--- src/rtl/magic_hash_collision_check_core_macros.svh ---
// Assertion macros shared by the collision checker modules.
// Each macro expects signals named clk and arst_n in the including module.
`ifndef MAGIC_HASH_COLLISION_CHECK_CORE_MACROS_SVH
`define MAGIC_HASH_COLLISION_CHECK_CORE_MACROS_SVH

// Consequent must hold in the same cycle as the antecedent.
`define MHCC_ASSERT_IMPL(lbl, ante, cons, msg) \
	lbl: assert property (@(posedge clk) disable iff (!arst_n) (ante) |-> (cons)) \
		else $error(msg);

// Consequent must hold in the cycle after the antecedent.
`define MHCC_ASSERT_NEXT(lbl, ante, cons, msg) \
	lbl: assert property (@(posedge clk) disable iff (!arst_n) (ante) |=> (cons)) \
		else $error(msg);

`endif

--- src/rtl/mhcc_pkg.sv ---
// Types and constants shared by the magic hash collision checker.
// No dependencies; every other file of the block but the macro header refers to it by scoped names.
package mhcc_pkg;

	localparam int SLOT_W  = 12;
	localparam int DATA_W  = 64;
	localparam int SHIFT_W = 6;
	localparam logic [SHIFT_W-1:0] SHIFT_RESET = 6'd52;

	typedef enum logic {
		REG_MAGIC = 1'b0,
		REG_SHIFT = 1'b1
	} reg_index_t;

	// One classified pair as it travels from the front end to the table.
	typedef struct packed {
		logic [SLOT_W-1:0] slot;
		logic [DATA_W-1:0] moves;
		logic              first;
		logic              last;
	} item_t;

	typedef struct packed {
		logic [SLOT_W-1:0] slot;
		logic              collided;
		logic              trial_failed;
		logic              trial_end;
	} result_t;

	typedef enum logic {
		BK_SWEEP = 1'b0,
		BK_RUN   = 1'b1
	} back_state_t;

	typedef struct packed {
		logic sweeping;
	} back_status_t;

endpackage

--- src/rtl/mhcc_queue.sv ---
// Short queue of classified pairs between the front end and the table back end.
// Depends on mhcc_pkg and the shared assertion macros.
`include "magic_hash_collision_check_core_macros.svh"

module mhcc_queue #(
	parameter int DEPTH = 8
) (
	input  logic                         clk,
	input  logic                         arst_n,
	input  logic                         push,
	input  mhcc_pkg::item_t              push_item,
	input  logic                         pop,
	output logic                         head_valid,
	output mhcc_pkg::item_t              head_item,
	output logic [$clog2(DEPTH+1)-1:0]   count
);

	localparam int PtrW = $clog2(DEPTH);
	localparam int CntW = $clog2(DEPTH + 1);

	mhcc_pkg::item_t entry_q [DEPTH];
	logic [PtrW-1:0] wr_ptr_q;
	logic [PtrW-1:0] rd_ptr_q;
	logic [CntW-1:0] count_q;

	always_ff @(posedge clk) begin
		if (push) begin
			entry_q[wr_ptr_q] <= push_item;
		end
	end

	// Pointers wrap at DEPTH, which need not be a power of two.
	always_ff @(posedge clk or negedge arst_n) begin
		if (!arst_n) begin
			wr_ptr_q <= '0;
			rd_ptr_q <= '0;
			count_q  <= '0;
		end else begin
			if (push) begin
				wr_ptr_q <= (wr_ptr_q == PtrW'(DEPTH - 1)) ? '0 : wr_ptr_q + PtrW'(1);
			end
			if (pop) begin
				rd_ptr_q <= (rd_ptr_q == PtrW'(DEPTH - 1)) ? '0 : rd_ptr_q + PtrW'(1);
			end
			case ({push, pop})
				2'b10:   count_q <= count_q + CntW'(1);
				2'b01:   count_q <= count_q - CntW'(1);
				default: count_q <= count_q;
			endcase
		end
	end

	assign head_valid = (count_q != '0);
	assign head_item  = entry_q[rd_ptr_q];
	assign count      = count_q;

	`MHCC_ASSERT_IMPL(a_queue_no_overflow, push && !pop, count_q < CntW'(DEPTH), "queue overflow")
	`MHCC_ASSERT_IMPL(a_queue_no_underflow, pop, head_valid, "pop from empty queue")
	`MHCC_ASSERT_IMPL(a_queue_count_bound, 1'b1, count_q <= CntW'(DEPTH), "queue count too large")

endmodule

--- config.mk ---
export PLATFORM = sky130hd
export DESIGN_NAME = mhcc_queue
export DESIGN_NICKNAME = d
export VERILOG_FILES = /design/src/rtl/mhcc_pkg.sv /design/src/rtl/mhcc_queue.sv
export VERILOG_INCLUDE_DIRS = /design/src /design/src/rtl
export SDC_FILE = /design/constraint.sdc
export NUM_CORES = 1
export LEC_CHECK = 0
export BUFFER_PORTS_ARGS = -buffer_cell sky130_fd_sc_hd__clkbuf_2
export CORE_MARGIN = 4
export CORE_UTILIZATION = 45
export CTS_BUF_LIST = sky130_fd_sc_hd__clkbuf_16
export DETAILED_ROUTE_END_ITERATION = 8
export MAX_ROUTING_LAYER = met4
export SLEW_MARGIN = 40
export SYNTH_ARGS = -nofsm -noshare
export SYNTH_HDL_FRONTEND = slang
export SYNTH_SLANG_ARGS = --single-unit
--- constraint.sdc ---
create_clock -name clk -period 7 [get_ports clk]
set_clock_uncertainty 0.2 [all_clocks]
set_input_delay 1.4 -clock clk [delete_from_list [all_inputs] [get_ports clk]]
set_output_delay 1.4 -clock clk [all_outputs]
set_load 0.005 [all_outputs]
==> summary.md <==
| Metric | Value |
|---|---|
| Status | `finished clean` |
| Starting density of the core | `45.6%` |
| First-pass GRT wire length | `71.7 mm` |
| Clock slew at reported path FFs | `approximately 0.06 ns` |
| Worst Setup SP | `rd_ptr_q[1]` |
| Syn-to-layout area delta | `16.9%` |
| Pre-antenna DRT Iters | `4` |
| Clock sink count | `around 630` |
| Critical path class | `flip-flop to output pin` |
| Ys flop type | `edfxtp_1` |
| Critical Path Sink Type | `output pin` |
| #FFs+latches synth | `634` |
| GR Overflow Total | `0` |
| DR WL/cell | `24.9 µm` |
| Hold Vio Cnt, Final | `0` |
| Crit Path Max Fanout | `118` |
| Part of the Yosys area used for sequential elements | `between 70% and 80%` |
| Reg2reg start | `wr_ptr_q[1]` |
| # setup viols final | `0` |
| Antenna violations before repair | `2` |
| Hold Path Origin | `count[3]` |
| Most frequent cell after synthesis | `edfxtp_1` |
| PwrDens | `419 nW/µm²` |
| GP Congestion | `~0.72` |
| Cts hold-fix bufs | `0` |
| Drt initial violations | `655` |
| Die Wd | `239 µm` |
| PostCTS Resize Cnt | `0` |
| RSZ-0062 raised after global routing | `no` |
| Vias in the first global route | `between 10000 and 15000` |
| WP data required | `5.40 ns` |
| Register Area | `around 19000 µm²` |
| Postcts setup bufs | `0` |
| Clk_lat worst skew | `around 0.58 ns` |
| Synth async-reset ratio | `approximately 1.6%` |
| Commonest cells in the netlist | `624 x edfxtp_1, 156 x mux4_2, 85 x mux2_2` |
| Synth cell types | `22` |
| Total Wirelength | `47.7 mm` |
| Post-synthesis area per instance | `around 25 µm²` |
| Mapped Cells | `about 960` |
| Rel. slew slack | `about half` |
| Largest net degree at the start of global routing | `119` |
| Max-cap violations | `0` |
| Fin crit share | `about two thirds` |
| Post-layout min period | `4.61 ns` |
| Max Freq | `around 220 MHz` |
| Num rows | `84` |
| Synthesized Nets | `around 1000` |
| Synth area leader | `edfxtp_1` |
| Clock tree buffer depth | `3` |
| Core area | `52700 µm²` |
| Number of flops mapped to enable cells by yosys | `approximately 620` |
| Vias per cell | `between 5 and 6` |
| Final slew viol count | `0` |
| Ports | `~170` |
| Synth warn | `0` |
| Top-area cell type share of the netlist area | `between 70% and 80%` |
| Pleak | `approximately 9.2 nW` |
| Setup slack, reg-to-reg | `4.44 ns` |
| GRT Total Usage | `between 10% and 20%` |
| Hold Crit Class | `flip-flop to flip-flop` |
| Multi-input logic area | `between 4000 and 5000 µm²` |
| Hpwl dp | `between 20 and 30 mm` |
| Final ANT Viol Nets | `0` |
| Share of layout cells above drive strength 1 | `a little over two fifths` |
| Worst slew pin tran | `0.778 ns` |
| WP data arrival | `between 3 and 4 ns` |
| CTS tree | `yes` |
| TNS Setup | `0 ns` |
| Clk root buf | `clkbuf_16` |
| Layout net count | `between 1000 and 1500` |
| Max VDD drop | `approximately 0.00026 V` |
| Die ar. | `approximately 57000 µm²` |
| Inserted Clock Buffers | `roughly 70` |
| Synthesized area | `~24000 µm²` |
| Post-route DRC | `0` |
| IO buf count | `about 160` |
| CP startpoint kind | `flip-flop` |
| Vias after detailed routing | `~10000` |
| Fillers | `around 4000` |
| Synth top area cells | `edfxtp_1 78%, mux4_2 15%, mux2_2 4.0%, dfrtp_1 1.0%, buf_6 0.66%` |
| H-tree depth | `3` |
| Die Y | `about 240 µm` |
| Total Power | `11.8 mW` |
## metal layers
metal  GRT usage [%]  wire [µm]  vias up
met1            22.7      19700     5544
met5               -          0        -
met4            4.88        820        0
met2            28.3      24600      231
met3            3.66       2500       54
li1                -          -     4558
## final cells by class
cell class,count,area share (%)
inverter,1,0.0134
multi-input combinational,278,17.1
antenna,2,0.0178
sequential,634,67.7
clock inverter,55,1.59
clock buffer,70,6.24
tap,688,3.07
timing repair buffer,189,4.25
## layout by cell type (no fill, tap or decap), drive strengths merged
| master | n |
|---|---|
| nand2b | 3 |
| xor2 | 4 |
| dfrtp | 10 |
| mux2 | 85 |
| o32ai | 1 |
| edfxtp | 624 |
| nand2 | 2 |
| clkinvlp | 1 |
| xnor2 | 1 |
| nor3 | 2 |
| nor2b | 3 |
| buf | 25 |
| ha | 7 |
| diode | 2 |
| inv | 18 |
| or4 | 1 |
| mux4 | 156 |
| clkinv | 30 |
| a31oi | 1 |
| a21oi | 2 |
| bufinv | 7 |
| or3 | 1 |
| clkbuf | 234 |
| nor2 | 9 |
## worst paths after layout
kind	end	cells after the start
max reg2reg	entry_q[0][49]	4
min in group asynchronous	rd_ptr_q[2]	1
min reg2reg	count[3]	1
min	count[3]	1
max in group asynchronous	rd_ptr_q[1]	1
max	head_item[29]	4
## state kept, by name, summed over array words and instances (netlist names)
register  count
count         4
rd_ptr_q      3
wr_ptr_q      3
entry_q     624
## critical path: stages (launching register included)
cell,delay [ns]
dfrtp_4,0.84
buf_12,0.62
mux4_2,0.42
mux2_2,0.31
clkbuf_2,0.12
## report_power, final
part | total [mW] | internal, mW | switching (mW) | leakage, nW
Clock | 3.49 | 2.08 | 1.41 | 1.12
Sequential | 5.00 | 4.77 | 0.237 | 5.78
Combinational | 3.27 | 1.68 | 1.59 | 2.31
## logic make-up after synthesis
family / count (synthesis) / synth area share, %
adders and majority gates: 7 / 0.365
buffers and inverters: 45 / 1.17
muxes: 241 / 18.6
and+or+nand+nor: 21 / 0.428
xor gates and xnor gates: 5 / 0.182
AOI/OAI and AO/OA: 4 / 0.104
DFF: 634 / 79.1
## stage by stage
| stage | hold slack, ns | util (%) | cells | setup slack [ns] | area (µm²) |
|---|---|---|---|---|---|
| after global routing | 0.308 | 53.3 | 1917 | 2.24 | 28100 |
| final | 0.290 | 53.3 | 1917 | 2.39 | 28100 |
| after floorplan | 0.277 | - | 957 | 1.50 | 24000 |
| after CTS | 0.288 | 53.2 | 1914 | 2.31 | 28000 |
| after global placement | 0.269 | 48.8 | 1783 | 2.54 | 25700 |
| after detailed placement | 0.279 | 49.1 | 1789 | 2.94 | 25800 |
Power figures use the tool's default switching activity.
